File: src/hw/rtl/ean8_pkg.sv
// shared types, constants and digit tables for the ean-8 scan-line decoder
package ean8_pkg;

	// largest meaningful image dimension, also the clamp for register values
	localparam logic [10:0] MAX_DIM = 11'd1024;
	localparam logic [10:0] RESET_DIM = 11'd256;

	// number of modules across one ean-8 symbol
	localparam int NUM_MODULES = 67;
	localparam logic [6:0] NUM_MODULES_V = 7'd67;

	// (t + 66) / 67 by reciprocal: q = (t * RECIP) >> RECIP_SHIFT, exact for t below 1091
	localparam logic [9:0] RECIP = 10'd979;
	localparam int RECIP_SHIFT = 16;
	localparam logic [13:0] SEG_ROUND = 14'd66;

	// result status codes
	typedef enum logic [1:0] {
		STATUS_OK,
		STATUS_GUARD_FAIL,
		STATUS_NO_SCAN_ROW
	} status_t;

	// configuration register indexes
	typedef enum logic {
		REG_IMAGE_WIDTH,
		REG_IMAGE_HEIGHT
	} reg_index_t;

	// left half (odd parity) and right half digit codes, first module in bit 6
	localparam logic [6:0] LEFT_CODES [10] = '{
		7'h0D, 7'h19, 7'h13, 7'h3D, 7'h23, 7'h31, 7'h2F, 7'h3B, 7'h37, 7'h0B
	};
	localparam logic [6:0] RIGHT_CODES [10] = '{
		7'h72, 7'h66, 7'h6C, 7'h42, 7'h5C, 7'h4E, 7'h50, 7'h44, 7'h48, 7'h74
	};

	// table lookup of one 7-module pattern, returns {found, digit}
	function automatic logic [4:0] decode_digit(input logic [6:0] pat, input logic right_half);
		logic [3:0] val;
		logic found;
		logic [6:0] code;
		val = 4'd0;
		found = 1'b0;
		for (int k = 9; k >= 0; k--) begin
			code = right_half ? RIGHT_CODES[k] : LEFT_CODES[k];
			if (code == pat) begin
				val = 4'(k);
				found = 1'b1;
			end
		end
		return {found, val};
	endfunction

endpackage

File: src/hw/rtl/ean8_scanline_decoder_unit.sv
// ean-8 scan-line decoder: pixel stream in, decoded digit words out
//
// Takes one bilevel pixel per clock in raster order and never stalls while
// pixels run inside an image: each pixel only updates row/column counters and
// the 67-module sampler. The pixel that ends an image hands the sampled
// modules to a result buffer that sends eight digit words (or one error word)
// on the output, one per cycle while the output is taken. The input stalls
// only when the pixel that ends the next image arrives while words of the
// previous image are still queued and the last of them does not move to the
// output in that cycle. Registers are to be written only between images;
// the user must keep to this, as the block itself does not enforce it.
module ean8_scanline_decoder_unit
	import ean8_pkg::*;
(
	input  logic        clk,
	input  logic        arst_n,
	// pixel stream
	input  logic        s_tvalid,
	output logic        s_tready,
	input  logic [7:0]  s_tdata,   // [0] pixel, [7:1] zero
	// result stream
	output logic        m_tvalid,
	input  logic        m_tready,
	output logic [15:0] m_tdata,   // [3:0] digit, [6:4] digit_index, [7] digit_found,
	                               // [9:8] status, [15:10] zero
	output logic        m_tlast,
	// configuration writes
	input  logic        cfg_we,
	input  logic        cfg_index,
	input  logic [10:0] cfg_data
);

	// configuration registers
	logic [10:0] width_q, height_q;

	// image tracking state
	logic [9:0]  col_q, row_q;
	logic        rhb_q;
	logic [10:0] tm_q;
	logic        mf_q;
	logic [4:0]  sw_q;
	logic [6:0]  si_q;
	logic [4:0]  sp_q;
	logic [4:0]  bc_q;
	logic [NUM_MODULES-1:0] mb_q;

	// result buffer
	logic                   snap_busy_q;
	logic [NUM_MODULES-1:0] snap_bits_q;
	status_t                snap_status_q;
	logic [2:0]             snap_cnt_q;

	// output register
	logic        out_valid_q;
	logic [3:0]  out_digit_q;
	logic [2:0]  out_idx_q;
	logic        out_found_q;
	status_t     out_status_q;
	logic        out_last_q;

	logic px, acc;
	logic [10:0] w_e, h_e;
	logic [9:0]  h_half;
	logic [10:0] m_cur;
	logic        scan, clr;
	logic [13:0] tv;
	logic [20:0] prod;
	logic [4:0]  sw_calc, sw_e, sp_e, bc_e, bc_inc, sp_inc, bc_n, sp_n;
	logic [6:0]  si_e, si_n;
	logic [NUM_MODULES-1:0] mb_e, mb_n;
	logic        counting, done, flush, bitval;
	logic        row_end, img_end, rhb_n, mf_n;
	logic [10:0] tm_n;
	logic        no_row, guards_ok;
	status_t     fin_status;
	logic        load, snap_free;
	logic [6:0]  pats [8];
	logic [4:0]  dec;

	// clamp register values to the meaningful range
	always_comb begin
		w_e = (width_q == 11'd0) ? 11'd1 : ((width_q > MAX_DIM) ? MAX_DIM : width_q);
		h_e = (height_q == 11'd0) ? 11'd1 : ((height_q > MAX_DIM) ? MAX_DIM : height_q);
	end

	assign px  = s_tdata[0];
	assign acc = s_tvalid & s_tready;
	assign h_half = h_e[10:1];

	// margin and scan row
	assign m_cur = mf_q ? tm_q : {1'b0, row_q};
	assign scan  = ({2'b0, row_q} == ({1'b0, m_cur} + {2'b0, h_half}));
	assign clr   = scan && (col_q == 10'd0);

	// module width (w - 2m + 66) / 67, zero when not positive
	always_comb begin
		tv = {3'b0, w_e} + SEG_ROUND - {2'b0, m_cur, 1'b0};
		prod = tv[10:0] * RECIP;
		sw_calc = (!tv[13] && tv != 14'd0) ? prod[RECIP_SHIFT +: 5] : 5'd0;
	end

	// segment sampler
	always_comb begin
		sw_e = clr ? sw_calc : sw_q;
		si_e = clr ? 7'd0 : si_q;
		sp_e = clr ? 5'd0 : sp_q;
		bc_e = clr ? 5'd0 : bc_q;
		mb_e = clr ? '0 : mb_q;

		row_end = ({1'b0, col_q} + 11'd1) >= w_e;

		counting = scan && (sw_e != 5'd0) && (si_e < NUM_MODULES_V) && ({1'b0, col_q} >= m_cur);
		bc_inc = bc_e + {4'b0, px};
		sp_inc = sp_e + 5'd1;
		bc_n = counting ? bc_inc : bc_e;
		sp_n = counting ? sp_inc : sp_e;
		done = counting && (sp_inc >= sw_e);
		flush = !done && row_end && scan && (si_e < NUM_MODULES_V) && (sp_n != 5'd0);
		bitval = {bc_n, 1'b0} > {1'b0, sw_e};

		mb_n = mb_e;
		if (done || flush) begin
			mb_n[si_e] = bitval;
		end
		si_n = done ? (si_e + 7'd1) : si_e;
		if (done || flush) begin
			sp_n = 5'd0;
			bc_n = 5'd0;
		end
	end

	// margin detection at row end
	always_comb begin
		rhb_n = rhb_q | px;
		mf_n = mf_q;
		tm_n = tm_q;
		if (!mf_q) begin
			if (rhb_n) begin
				mf_n = 1'b1;
				tm_n = {1'b0, row_q};
			end else begin
				tm_n = {1'b0, row_q} + 11'd1;
			end
		end
		img_end = row_end && (({1'b0, row_q} + 11'd1) >= h_e);
	end

	// image status at its last pixel
	always_comb begin
		no_row = !mf_n || (({1'b0, tm_n} + {2'b0, h_half}) >= {1'b0, h_e});
		guards_ok = mb_n[0] & !mb_n[1] & mb_n[2]
			& mb_n[64] & !mb_n[65] & mb_n[66]
			& !mb_n[31] & mb_n[32] & !mb_n[33] & mb_n[34] & !mb_n[35];
		if (no_row) begin
			fin_status = STATUS_NO_SCAN_ROW;
		end else if (!guards_ok) begin
			fin_status = STATUS_GUARD_FAIL;
		end else begin
			fin_status = STATUS_OK;
		end
	end

	// hold off an image-ending pixel while the previous results are queued,
	// unless the last of them moves to the output in this cycle
	assign s_tready = !(snap_busy_q && img_end) || snap_free;

	// configuration registers
	always_ff @(posedge clk or negedge arst_n) begin
		if (!arst_n) begin
			width_q <= RESET_DIM;
			height_q <= RESET_DIM;
		end else if (cfg_we) begin
			case (cfg_index)
				REG_IMAGE_WIDTH: width_q <= cfg_data;
				REG_IMAGE_HEIGHT: height_q <= cfg_data;
				default: width_q <= width_q;
			endcase
		end
	end

	// image state update per accepted pixel
	always_ff @(posedge clk or negedge arst_n) begin
		if (!arst_n) begin
			col_q <= '0;
			row_q <= '0;
			rhb_q <= 1'b0;
			tm_q <= '0;
			mf_q <= 1'b0;
			sw_q <= '0;
			si_q <= '0;
			sp_q <= '0;
			bc_q <= '0;
			mb_q <= '0;
		end else if (acc) begin
			if (img_end) begin
				col_q <= '0;
				row_q <= '0;
				rhb_q <= 1'b0;
				tm_q <= '0;
				mf_q <= 1'b0;
				sw_q <= '0;
				si_q <= '0;
				sp_q <= '0;
				bc_q <= '0;
				mb_q <= '0;
			end else begin
				sw_q <= sw_e;
				si_q <= si_n;
				sp_q <= sp_n;
				bc_q <= bc_n;
				mb_q <= mb_n;
				if (row_end) begin
					col_q <= '0;
					row_q <= row_q + 10'd1;
					rhb_q <= 1'b0;
					mf_q <= mf_n;
					tm_q <= tm_n;
				end else begin
					col_q <= col_q + 10'd1;
					rhb_q <= rhb_n;
				end
			end
		end
	end

	// result buffer: one image's modules and status, walked one word per cycle while the output is taken
	assign load = snap_busy_q && (!out_valid_q || m_tready);
	assign snap_free = load && ((snap_status_q != STATUS_OK) || (snap_cnt_q == 3'd7));

	always_ff @(posedge clk or negedge arst_n) begin
		if (!arst_n) begin
			snap_busy_q <= 1'b0;
			snap_cnt_q <= '0;
		end else if (acc && img_end) begin
			snap_busy_q <= 1'b1;
			snap_cnt_q <= '0;
		end else if (load) begin
			snap_cnt_q <= snap_cnt_q + 3'd1;
			if (snap_free) begin
				snap_busy_q <= 1'b0;
			end
		end
	end

	always_ff @(posedge clk) begin
		if (acc && img_end) begin
			snap_bits_q <= mb_n;
			snap_status_q <= fin_status;
		end
	end

	// seven-module patterns of the eight digit positions
	always_comb begin
		for (int d = 0; d < 8; d++) begin
			for (int k = 0; k < 7; k++) begin
				pats[d][6-k] = snap_bits_q[((d < 4) ? (3 + 7 * d) : (36 + 7 * (d - 4))) + k];
			end
		end
		dec = decode_digit(pats[snap_cnt_q], snap_cnt_q[2]);
	end

	// output register
	always_ff @(posedge clk or negedge arst_n) begin
		if (!arst_n) begin
			out_valid_q <= 1'b0;
		end else if (load) begin
			out_valid_q <= 1'b1;
		end else if (m_tready) begin
			out_valid_q <= 1'b0;
		end
	end

	always_ff @(posedge clk) begin
		if (load) begin
			out_status_q <= snap_status_q;
			if (snap_status_q != STATUS_OK) begin
				out_digit_q <= 4'd0;
				out_idx_q <= 3'd0;
				out_found_q <= 1'b0;
				out_last_q <= 1'b1;
			end else begin
				out_digit_q <= dec[3:0];
				out_idx_q <= snap_cnt_q;
				out_found_q <= dec[4];
				out_last_q <= (snap_cnt_q == 3'd7);
			end
		end
	end

	assign m_tvalid = out_valid_q;
	assign m_tdata  = {6'b0, out_status_q, out_found_q, out_idx_q, out_digit_q};
	assign m_tlast  = out_last_q;

endmodule
File: config.mk
export PLATFORM = sky130hd
export DESIGN_NAME = ean8_scanline_decoder_unit
export DESIGN_NICKNAME = d
export VERILOG_FILES = /design/src/hw/rtl/ean8_pkg.sv /design/src/hw/rtl/ean8_scanline_decoder_unit.sv
export SDC_FILE = /design/constraint.sdc
export NUM_CORES = 1
export LEC_CHECK = 0
export ABC_CLOCK_PERIOD_IN_PS = 9950
export BUFFER_PORTS_ARGS = -buffer_cell sky130_fd_sc_hd__buf_2
export CAP_MARGIN = 20
export CORE_ASPECT_RATIO = 1.4
export CORE_MARGIN = 2
export CORE_UTILIZATION = 55
export DETAILED_ROUTE_END_ITERATION = 8
export MAX_ROUTING_LAYER = met4
export PLACE_DENSITY = 0.74
export SYNTH_ARGS = -nofsm -noshare
export SYNTH_HDL_FRONTEND = slang
export SYNTH_SLANG_ARGS = --single-unit
export TNS_END_PERCENT = 30
File: constraint.sdc
create_clock -name clk -period 9.95 [get_ports clk]
set_input_delay 0.995 -clock clk [delete_from_list [all_inputs] [get_ports clk]]
set_output_delay 0.995 -clock clk [all_outputs]
set_load 0.005 [all_outputs]
==> report_table.html, run 1 <==
<table>
<tr><th>Metric</th><th>Value</th></tr>
<tr><th colspan="2">Synthesis</th></tr>
<tr><td>Async SR Flop Fraction</td><td>68.3%</td></tr>
<tr><td>Yosys top cell area share</td><td>22.1%</td></tr>
<tr><td>Share of the yosys chip area belonging to registers</td><td>34.9%</td></tr>
<tr><td>Cell area after synthesis</td><td>0.0166 mm^2</td></tr>
<tr><td>Post-synth top flop</td><td>sky130_fd_sc_hd__dfrtp_1</td></tr>
<tr><td>Yosys warning count</td><td>0</td></tr>
<tr><td>Average footprint of a synthesized cell</td><td>9.22 um^2</td></tr>
<tr><td>Cell types with the largest area share after synthesis</td><td>sky130_fd_sc_hd__dfrtp_1, sky130_fd_sc_hd__ha_1, sky130_fd_sc_hd__edfxtp_1, sky130_fd_sc_hd__o21ai_0, sky130_fd_sc_hd__nand2_1</td></tr>
<tr><td>Leading area contributor after synthesis</td><td>sky130_fd_sc_hd__dfrtp_1</td></tr>
<tr><td>EDFF count, synth</td><td>69</td></tr>
<tr><td>Count of cell types in the netlist</td><td>90</td></tr>
<tr><td>FF+latch count, synth</td><td>218</td></tr>
<tr><td>Gate count after technology mapping</td><td>1,801</td></tr>
<tr><td>Most used standard cell by instance count after synthesis</td><td>sky130_fd_sc_hd__nand2_1</td></tr>
<tr><td>Most frequent cells after synthesis</td><td>sky130_fd_sc_hd__nand2_1, sky130_fd_sc_hd__o21ai_0, sky130_fd_sc_hd__ha_1, sky130_fd_sc_hd__dfrtp_1, sky130_fd_sc_hd__inv_1</td></tr>
<tr><th colspan="2">Die</th></tr>
<tr><td>I/O pin count</td><td>44</td></tr>
<tr><td>Initial Utilization</td><td>55.7%</td></tr>
<tr><td>Number of rows created at floorplan</td><td>75</td></tr>
<tr><td>DIE WIDTH</td><td>151 um</td></tr>
<tr><td>Die outline height</td><td>210 um</td></tr>
<tr><td>Full die area</td><td>0.0316 mm^2</td></tr>
<tr><td>Core Footprint</td><td>0.0298 mm^2</td></tr>
<tr><th colspan="2">Drt</th></tr>
<tr><td>Iter 0 DRT Violations</td><td>871</td></tr>
<tr><td>Vias per inst</td><td>6.19</td></tr>
<tr><td>Routed vias</td><td>14,500</td></tr>
<tr><td>Routed length per placed instance</td><td>19.6 um</td></tr>
<tr><td>Final routed wirelength across all metal layers</td><td>46,000 um</td></tr>
<tr><td>Detailed-router iteration count before antenna repair</td><td>5</td></tr>
<tr><td>Post-DRT Antenna Nets</td><td>0</td></tr>
<tr><td># DRC</td><td>0</td></tr>
<tr><th colspan="2">CTS</th></tr>
<tr><td>Cell at the root of the clock tree</td><td>sky130_fd_sc_hd__clkbuf_16</td></tr>
<tr><td>Clk Latency, worst-skew pair</td><td>0.54 ns</td></tr>
<tr><td>Number of CTS-inserted buffers</td><td>24</td></tr>
<tr><td>Register clock-pin slew on the reported worst setup and hold paths</td><td>0.06 ns</td></tr>
<tr><td>Sink Count</td><td>218</td></tr>
<tr><td>TritonCTS clock tree</td><td>done</td></tr>
<tr><td>Number of H-tree branching levels</td><td>1</td></tr>
<tr><td>Hold bufs inserted after CTS</td><td>0</td></tr>
<tr><td>Worst-case clock buffer depth</td><td>3</td></tr>
<tr><th colspan="2">Critical path</th></tr>
<tr><td>Capturing element type of the critical path</td><td>register</td></tr>
<tr><td>Slowest stage cell on the critical path</td><td>sky130_fd_sc_hd__or4_4</td></tr>
<tr><td>Arr. time, crit path</td><td>9.94 ns</td></tr>
<tr><td>Crit Path Max Fanout</td><td>7</td></tr>
<tr><td>WP data required</td><td>10.18 ns</td></tr>
<tr><td>Worst Path Class, Setup</td><td>register to register</td></tr>
<tr><td>Most common cell type on the critical path</td><td>sky130_fd_sc_hd__ha_1</td></tr>
<tr><td>Startpoint type of the worst setup path</td><td>register</td></tr>
<tr><td>Slowest Stage Delay on Critical Path</td><td>0.56 ns</td></tr>
<tr><th colspan="2">Timing</th></tr>
<tr><td>Slew at the pin closest to its max-slew limit</td><td>1.15 ns</td></tr>
<tr><td>Number of max-slew violations in the final report</td><td>0</td></tr>
<tr><td>Final Hold Fails</td><td>0</td></tr>
<tr><td>Final setup viols</td><td>0</td></tr>
<tr><td>Final critical-path share of the clock period</td><td>97.6%</td></tr>
<tr><td>Final critical path time including I/O delays and setup</td><td>9.71 ns</td></tr>
<tr><td>Peak Freq</td><td>103 MHz</td></tr>
<tr><td>Clock tree skew after final layout</td><td>0.0193 ns</td></tr>
<tr><td>Worst slew margin relative to its limit</td><td>22.6%</td></tr>
<tr><th colspan="2">Finish</th></tr>
<tr><td>Layout fillers</td><td>2,401</td></tr>
<tr><td>Diode count</td><td>0</td></tr>
<tr><td>Post-route design area</td><td>0.0194 mm^2</td></tr>
<tr><td>Layout overhead on the synthesized area</td><td>16.9%</td></tr>
<tr><td>Storage cell area</td><td>0.00580 mm^2</td></tr>
<tr><td>Final net count</td><td>2,166</td></tr>
<tr><td>Footprint of the multi-input gates</td><td>0.0104 mm^2</td></tr>
<tr><td>Fraction of layout instances using a drive strength above 1</td><td>17.7%</td></tr>
<tr><td>Layout Cells excl Fill</td><td>2,347</td></tr>
<tr><th colspan="2">Placed design</th></tr>
<tr><td>RePlAce Congestion</td><td>0.965</td></tr>
<tr><td>Standard cell area after detailed placement</td><td>0.0181 mm^2</td></tr>
<tr><td>Number of buffer cells added on primary ports</td><td>30</td></tr>
<tr><td>Final HPWL from detailed placement</td><td>33,500 um</td></tr>
<tr><td>Number of placed instances, taps included</td><td>2,286</td></tr>
<tr><th colspan="2">Global routing</th></tr>
<tr><td>Total gr overflow</td><td>0</td></tr>
<tr><td>Largest net degree at the start of global routing</td><td>100</td></tr>
<tr><td>First-pass GRT wire length</td><td>73,500 um</td></tr>
<tr><td>Via count of the first global-routing pass</td><td>14,700</td></tr>
<tr><td>Global-route usage over all layers</td><td>30.0%</td></tr>
<tr><td>Number of antenna violations at the first check in global routing</td><td>0</td></tr>
<tr><th colspan="2">Hold path</th></tr>
<tr><td>Path category of the worst min-delay check</td><td>primary input to asynchronous set/reset pin</td></tr>
<tr><th colspan="2">Status</th></tr>
<tr><td>Run status</td><td>finished clean</td></tr>
<tr><th colspan="2">Flow run</th></tr>
<tr><td>Max-Cap Viols</td><td>0</td></tr>
</table>
## logic make-up after synthesis
group | count (synthesis) | share of synthesized area, %
simple gates | 576 | 16.8
compound gates | 465 | 18.5
flops | 218 | 34.9
buf+inv | 205 | 4.88
fa+ha+maj | 198 | 16.2
xor+xnor | 89 | 4.69
mux | 49 | 3.91
other cells | 1 | 0.0226
## state kept, by name, summed over array words and instances, names as in the netlist
name	flops
mb_q	67
snap_bits_q	56
height_q	11
tm_q	11
width_q	11
col_q	10
row_q	10
si_q	7
bc_q	5
sp_q	5
sw_q	5
out_digit_q	4
out_idx_q	3
snap_cnt_q	3
out_status_q	2
snap_status_q	2
m_tlast	1
m_tvalid	1
mf_q	1
out_found_q	1
rhb_q	1
snap_busy_q	1
## path summary, 6_finish.rpt
check                             start                to  slack [ns]  depth (start not counted)
max in group asynchronous        arst_n           sp_q[1]        8.17                          2
worst max-delay path               mf_q  snap_status_q[0]        0.24                         41
worst min register to register  tm_q[6]           tm_q[6]        0.49                          2
worst max register to register     mf_q  snap_status_q[0]        0.24                         41
min in group clk                tm_q[6]           tm_q[6]        0.49                          2
worst min-delay path             arst_n     snap_cnt_q[2]        0.49                          1
## cell type report
cell class,count,share of cell area (%)
clock buffer,32,3.51
clock inverter,11,0.748
inverter,127,2.48
multi-input combinational,1383,53.6
sequential,218,29.9
tap,385,2.48
timing repair buffer,191,7.26
## worst max-delay path: cells and delay by family, from the launching register on
kind            cells  cell delay, ns
compound gates     14            2.72
xor+xnor            2            0.40
simple gates        6            1.43
flops               1            0.47
fa+ha+maj           9            2.95
mux                 1            0.34
buf+inv             9            1.09
## metal layers
layer / track usage, % / up-vias / wire (um)
met5: - / - / 0
met4: 16.2 / 0 / 2790
met3: 2.63 / 161 / 1960
met2: 54.2 / 507 / 24400
met1: 32.1 / 7051 / 16800
li1: - / 6800 / -
## per-stage QoR
stage          util [%]  hold WS, ns  setup TNS [ns]  setup slack, ns
6_report           65.1        0.493               0            0.242
5_1_grt            65.1        0.518         -0.0716          -0.0716
4_1_cts            63.6        0.489               0     -0.000000888
3_5_place_dp       60.7        0.475          -0.248           -0.248
3_3_place_gp       60.7        0.463        -0.00792         -0.00792
2_1_floorplan         -        0.450               0          0.00807
## cell usage in the layout (no fill, tap or decap), types with 6 or more instances in the layout
cell	count
sky130_fd_sc_hd__nand2_1	209
sky130_fd_sc_hd__ha_1	159
sky130_fd_sc_hd__o21ai_0	158
sky130_fd_sc_hd__buf_4	153
sky130_fd_sc_hd__dfrtp_1	146
sky130_fd_sc_hd__inv_1	120
sky130_fd_sc_hd__nor2_1	92
sky130_fd_sc_hd__a21oi_1	81
sky130_fd_sc_hd__nand3_1	81
sky130_fd_sc_hd__a22o_1	69
sky130_fd_sc_hd__edfxtp_1	69
sky130_fd_sc_hd__xnor2_1	60
sky130_fd_sc_hd__nor3_1	35
sky130_fd_sc_hd__buf_2	30
sky130_fd_sc_hd__fa_1	29
sky130_fd_sc_hd__mux2_2	26
sky130_fd_sc_hd__clkbuf_16	25
sky130_fd_sc_hd__a21o_1	22
sky130_fd_sc_hd__xor2_1	22
sky130_fd_sc_hd__nand2b_1	19
sky130_fd_sc_hd__and2_1	19
sky130_fd_sc_hd__nand4_1	18
sky130_fd_sc_hd__nor2b_1	16
sky130_fd_sc_hd__o21a_1	16
sky130_fd_sc_hd__and3_1	15
sky130_fd_sc_hd__nor4_1	15
sky130_fd_sc_hd__mux2i_1	12
sky130_fd_sc_hd__mux4_2	10
sky130_fd_sc_hd__o31ai_1	9
sky130_fd_sc_hd__o211ai_1	8
sky130_fd_sc_hd__a211oi_1	8
sky130_fd_sc_hd__or3_1	7
sky130_fd_sc_hd__o21ai_1	7
sky130_fd_sc_hd__a21oi_2	7
sky130_fd_sc_hd__ha_4	7
sky130_fd_sc_hd__a211o_1	6
sky130_fd_sc_hd__xnor2_2	6
sky130_fd_sc_hd__conb_1	6
sky130_fd_sc_hd__buf_6	6
## what timing repair did
| item | in CTS | in global routing |
|---|---|---|
| setup endpoints to repair | 4 | 120 |
| pin swaps | 3 | 35 |
| gates resized for setup | 11 | 63 |
| setup buffers | 4 | 12 |
Power of run 1 is not shown: default switching activity piles up to over one toggle a cycle in this logic, so the estimate is an artifact.
==> run 2, diff against run 1 <==
--- a/config.mk
+++ b/config.mk
@@ -12,6 +12,7 @@
 export CORE_MARGIN = 2
 export CORE_UTILIZATION = 55
 export DETAILED_ROUTE_END_ITERATION = 8
+export GPL_TIMING_DRIVEN = 0
 export MAX_ROUTING_LAYER = met4
 export PLACE_DENSITY = 0.74
 export SYNTH_ARGS = -nofsm -noshare
==> report_table.html, run 2 (synthesis gave the netlist of run 1 again) <==
<table>
<tr><th>Metric</th><th>Value</th></tr>
<tr><th colspan="2">Status</th></tr>
<tr><td>Run status</td><td>finished clean (unchanged)</td></tr>
<tr><th colspan="2">Drt</th></tr>
<tr><td>Vias per inst</td><td>6.22 (was 6.19)</td></tr>
<tr><td># DRC</td><td>0 (unchanged)</td></tr>
<tr><td>Post-DRT Antenna Nets</td><td>0 (unchanged)</td></tr>
<tr><td>Final routed wirelength across all metal layers</td><td>48,300 um (was 46,000 um)</td></tr>
<tr><td>Detailed-router iteration count before antenna repair</td><td>5 (unchanged)</td></tr>
<tr><td>Iter 0 DRT Violations</td><td>1,046 (was 871)</td></tr>
<tr><td>Routed vias</td><td>14,600 (was 14,500)</td></tr>
<tr><td>Routed length per placed instance</td><td>20.6 um (was 19.6 um)</td></tr>
<tr><th colspan="2">Placed design</th></tr>
<tr><td>RePlAce Congestion</td><td>0.968 (was 0.965)</td></tr>
<tr><td>Final HPWL from detailed placement</td><td>35,200 um (was 33,500 um)</td></tr>
<tr><td>Worst-case setup slack after placement</td><td>-2.57 ns (was -0.248 ns)</td></tr>
<tr><td>Number of buffer cells added on primary ports</td><td>30 (unchanged)</td></tr>
<tr><th colspan="2">Timing</th></tr>
<tr><td>RSZ-0062 raised after global routing</td><td>yes</td></tr>
<tr><td>Final setup viols</td><td>0 (unchanged)</td></tr>
<tr><td>Clock tree skew after final layout</td><td>0.0152 ns (was 0.0193 ns)</td></tr>
<tr><td>Peak Freq</td><td>102 MHz (was 103 MHz)</td></tr>
<tr><td>Slew at the pin closest to its max-slew limit</td><td>1.02 ns (was 1.15 ns)</td></tr>
<tr><td>Final critical path time including I/O delays and setup</td><td>9.82 ns (was 9.71 ns)</td></tr>
<tr><td>Worst slew margin relative to its limit</td><td>31.4% (was 22.6%)</td></tr>
<tr><td>Post-route setup slack</td><td>0.130 ns (was 0.242 ns)</td></tr>
<tr><td>Final Hold Fails</td><td>0 (unchanged)</td></tr>
<tr><td>Final critical-path share of the clock period</td><td>98.7% (was 97.6%)</td></tr>
<tr><td>Number of max-slew violations in the final report</td><td>0 (unchanged)</td></tr>
<tr><th colspan="2">Critical path</th></tr>
<tr><td>FF-to-FF setup slack</td><td>0.13 ns (was 0.24 ns)</td></tr>
<tr><td>Capturing element type of the critical path</td><td>register (unchanged)</td></tr>
<tr><td>Most common cell type on the critical path</td><td>sky130_fd_sc_hd__ha_4 (was sky130_fd_sc_hd__ha_1)</td></tr>
<tr><td>Slowest Stage Delay on Critical Path</td><td>0.59 ns (was 0.56 ns)</td></tr>
<tr><td>Crit Path Max Fanout</td><td>9 (was 7)</td></tr>
<tr><td>Worst Path Class, Setup</td><td>register to register (unchanged)</td></tr>
<tr><td>Startpoint type of the worst setup path</td><td>register (unchanged)</td></tr>
<tr><td>WP data required</td><td>10.24 ns (was 10.18 ns)</td></tr>
<tr><td>Slowest stage cell on the critical path</td><td>sky130_fd_sc_hd__fa_2 (was sky130_fd_sc_hd__or4_4)</td></tr>
<tr><td>Arr. time, crit path</td><td>10.11 ns (was 9.94 ns)</td></tr>
<tr><td>Number of cell instances on the worst register-to-register path</td><td>39 (was 41)</td></tr>
<tr><th colspan="2">Global routing</th></tr>
<tr><td>Via count of the first global-routing pass</td><td>14,400 (was 14,700)</td></tr>
<tr><td>Total gr overflow</td><td>0 (unchanged)</td></tr>
<tr><td>Number of antenna violations at the first check in global routing</td><td>0 (unchanged)</td></tr>
<tr><td>Largest net degree at the start of global routing</td><td>80 (was 100)</td></tr>
<tr><td>Global-route usage over all layers</td><td>31.1% (was 30.0%)</td></tr>
<tr><td>First-pass GRT wire length</td><td>75,700 um (was 73,500 um)</td></tr>
<tr><th colspan="2">CTS</th></tr>
<tr><td>Worst-case clock buffer depth</td><td>3 (unchanged)</td></tr>
<tr><td>Number of CTS-inserted buffers</td><td>25 (was 24)</td></tr>
<tr><td>Clk Latency, worst-skew pair</td><td>0.56 ns (was 0.54 ns)</td></tr>
<tr><td>Register clock-pin slew on the reported worst setup and hold paths</td><td>0.06 ns (about the same)</td></tr>
<tr><td>Cell at the root of the clock tree</td><td>sky130_fd_sc_hd__clkbuf_16 (unchanged)</td></tr>
<tr><td>Sink Count</td><td>218 (unchanged)</td></tr>
<tr><td>TritonCTS clock tree</td><td>done (unchanged)</td></tr>
<tr><td>Hold bufs inserted after CTS</td><td>0 (unchanged)</td></tr>
<tr><td>Number of H-tree branching levels</td><td>1 (unchanged)</td></tr>
<tr><th colspan="2">Finish</th></tr>
<tr><td>Regs by FF count</td><td>mb_q: 67 flops, snap_bits_q: 56 flops (unchanged)</td></tr>
<tr><td>Fraction of the core area covered by cells at the end of the flow</td><td>66.4% (was 65.1%)</td></tr>
<tr><td>Footprint of the multi-input gates</td><td>0.0110 mm^2 (was 0.0104 mm^2)</td></tr>
<tr><td>Register bank with the most flops</td><td>mb_q (unchanged)</td></tr>
<tr><td>Fraction of layout instances using a drive strength above 1</td><td>17.7% (about the same)</td></tr>
<tr><td>Diode count</td><td>0 (unchanged)</td></tr>
<tr><td>Most frequent cells in the layout</td><td>sky130_fd_sc_hd__nand2_1, sky130_fd_sc_hd__o21ai_0, sky130_fd_sc_hd__dfrtp_1, sky130_fd_sc_hd__ha_1, sky130_fd_sc_hd__inv_1 (was sky130_fd_sc_hd__nand2_1, sky130_fd_sc_hd__ha_1, sky130_fd_sc_hd__o21ai_0, sky130_fd_sc_hd__buf_4, sky130_fd_sc_hd__dfrtp_1)</td></tr>
<tr><td>Most common cell after layout, fill and taps aside</td><td>sky130_fd_sc_hd__nand2_1 (unchanged)</td></tr>
<tr><td>Layout fillers</td><td>2,303 (was 2,401)</td></tr>
<tr><td>Storage cell area</td><td>0.00581 mm^2 (was 0.00580 mm^2)</td></tr>
<tr><td>Final net count</td><td>2,156 (was 2,166)</td></tr>
<tr><td>Layout overhead on the synthesized area</td><td>19.2% (was 16.9%)</td></tr>
<tr><td>Number of flip-flops under the largest register name</td><td>67 (unchanged)</td></tr>
<tr><th colspan="2">Flow run</th></tr>
<tr><td>Max-Cap Viols</td><td>0 (unchanged)</td></tr>
<tr><th colspan="2">Die</th></tr>
<tr><td>Core Footprint</td><td>0.0298 mm^2 (unchanged)</td></tr>
<tr><td>Die outline height</td><td>210 um (unchanged)</td></tr>
<tr><td>DIE WIDTH</td><td>151 um (unchanged)</td></tr>
<tr><td>Number of rows created at floorplan</td><td>75 (unchanged)</td></tr>
<tr><td>I/O pin count</td><td>44 (unchanged)</td></tr>
<tr><td>Initial Utilization</td><td>55.7% (unchanged)</td></tr>
<tr><td>Full die area</td><td>0.0316 mm^2 (unchanged)</td></tr>
<tr><th colspan="2">Hold path</th></tr>
<tr><td>Path category of the worst min-delay check</td><td>primary input to asynchronous set/reset pin (unchanged)</td></tr>
</table>
-- run 2: cell types whose count changed in the layout (fill, tap and decap cells not counted), moves of 6 or more --
cell,previous run,this run
sky130_fd_sc_hd__ha_1,159,141
sky130_fd_sc_hd__ha_4,7,21
sky130_fd_sc_hd__clkbuf_1,4,58
sky130_fd_sc_hd__nor4_1,15,9
sky130_fd_sc_hd__o21ai_4,1,7
sky130_fd_sc_hd__buf_4,153,73
sky130_fd_sc_hd__a21oi_1,81,75
-- run 2: layer usage --
metal	part of all wire, %	track usage, %
met1	37	34.8
met2	51	54.0
met3	4.5	3.15
met4	6.7	16.9
met5	0	-
-- run 2: area by class of cell --
class | count | share of cell area [%]
Multi-Input combinational cell | 1383 | 55.6
Clock inverter | 13 | 0.726
Buffer | 75 | 1.86
Sequential cell | 218 | 29.3
Clock buffer | 33 | 3.51
Tap cell | 385 | 2.43
Timing Repair Buffer | 105 | 4.09
Inverter | 127 | 2.46
-- run 2: per-stage QoR --
step / setup TNS [ns] / hold WS (ns) / std cells / area, um^2
CTS: 0 / 0.432 / 2315 / 19300
floorplan: 0 / 0.450 / 1806 / 16700
detailed placement: -230.01 / 0.470 / 2232 / 17500
finish: 0 / 0.385 / 2339 / 19800
global placement: -325.24 / 0.463 / 2221 / 17300
global route: -0.145 / 0.449 / 2339 / 19800
-- run 2: worst paths after layout --
check | startpoint | endpoint
setup / recovery | mf_q | snap_status_q[0]
hold / removal | arst_n | snap_cnt_q[2]
setup reg to reg | mf_q | snap_status_q[0]
hold reg to reg | mb_q[0] | mb_q[0]
max in group asynchronous | arst_n | row_q[4]
min in group clk | mb_q[0] | mb_q[0]
-- run 2: timing repair --
action	in CTS	in global routing
pin swaps	38	39
setup endpoints to repair	141	96
setup buffers	40	23
gates resized for setup	108	74
endpoints found under the hold margin	0	0
-- run 2: critical path, delay by kind of cell, from the launching register on --
family / cells / cell delay [ns]
simple gates: 5 / 1.07
flops: 1 / 0.46
xor+xnor: 2 / 0.46
mux: 1 / 0.36
fa+ha+maj: 8 / 2.68
compound gates: 16 / 3.66
buf+inv: 7 / 0.86
Power of run 2 is left out for the same reason.
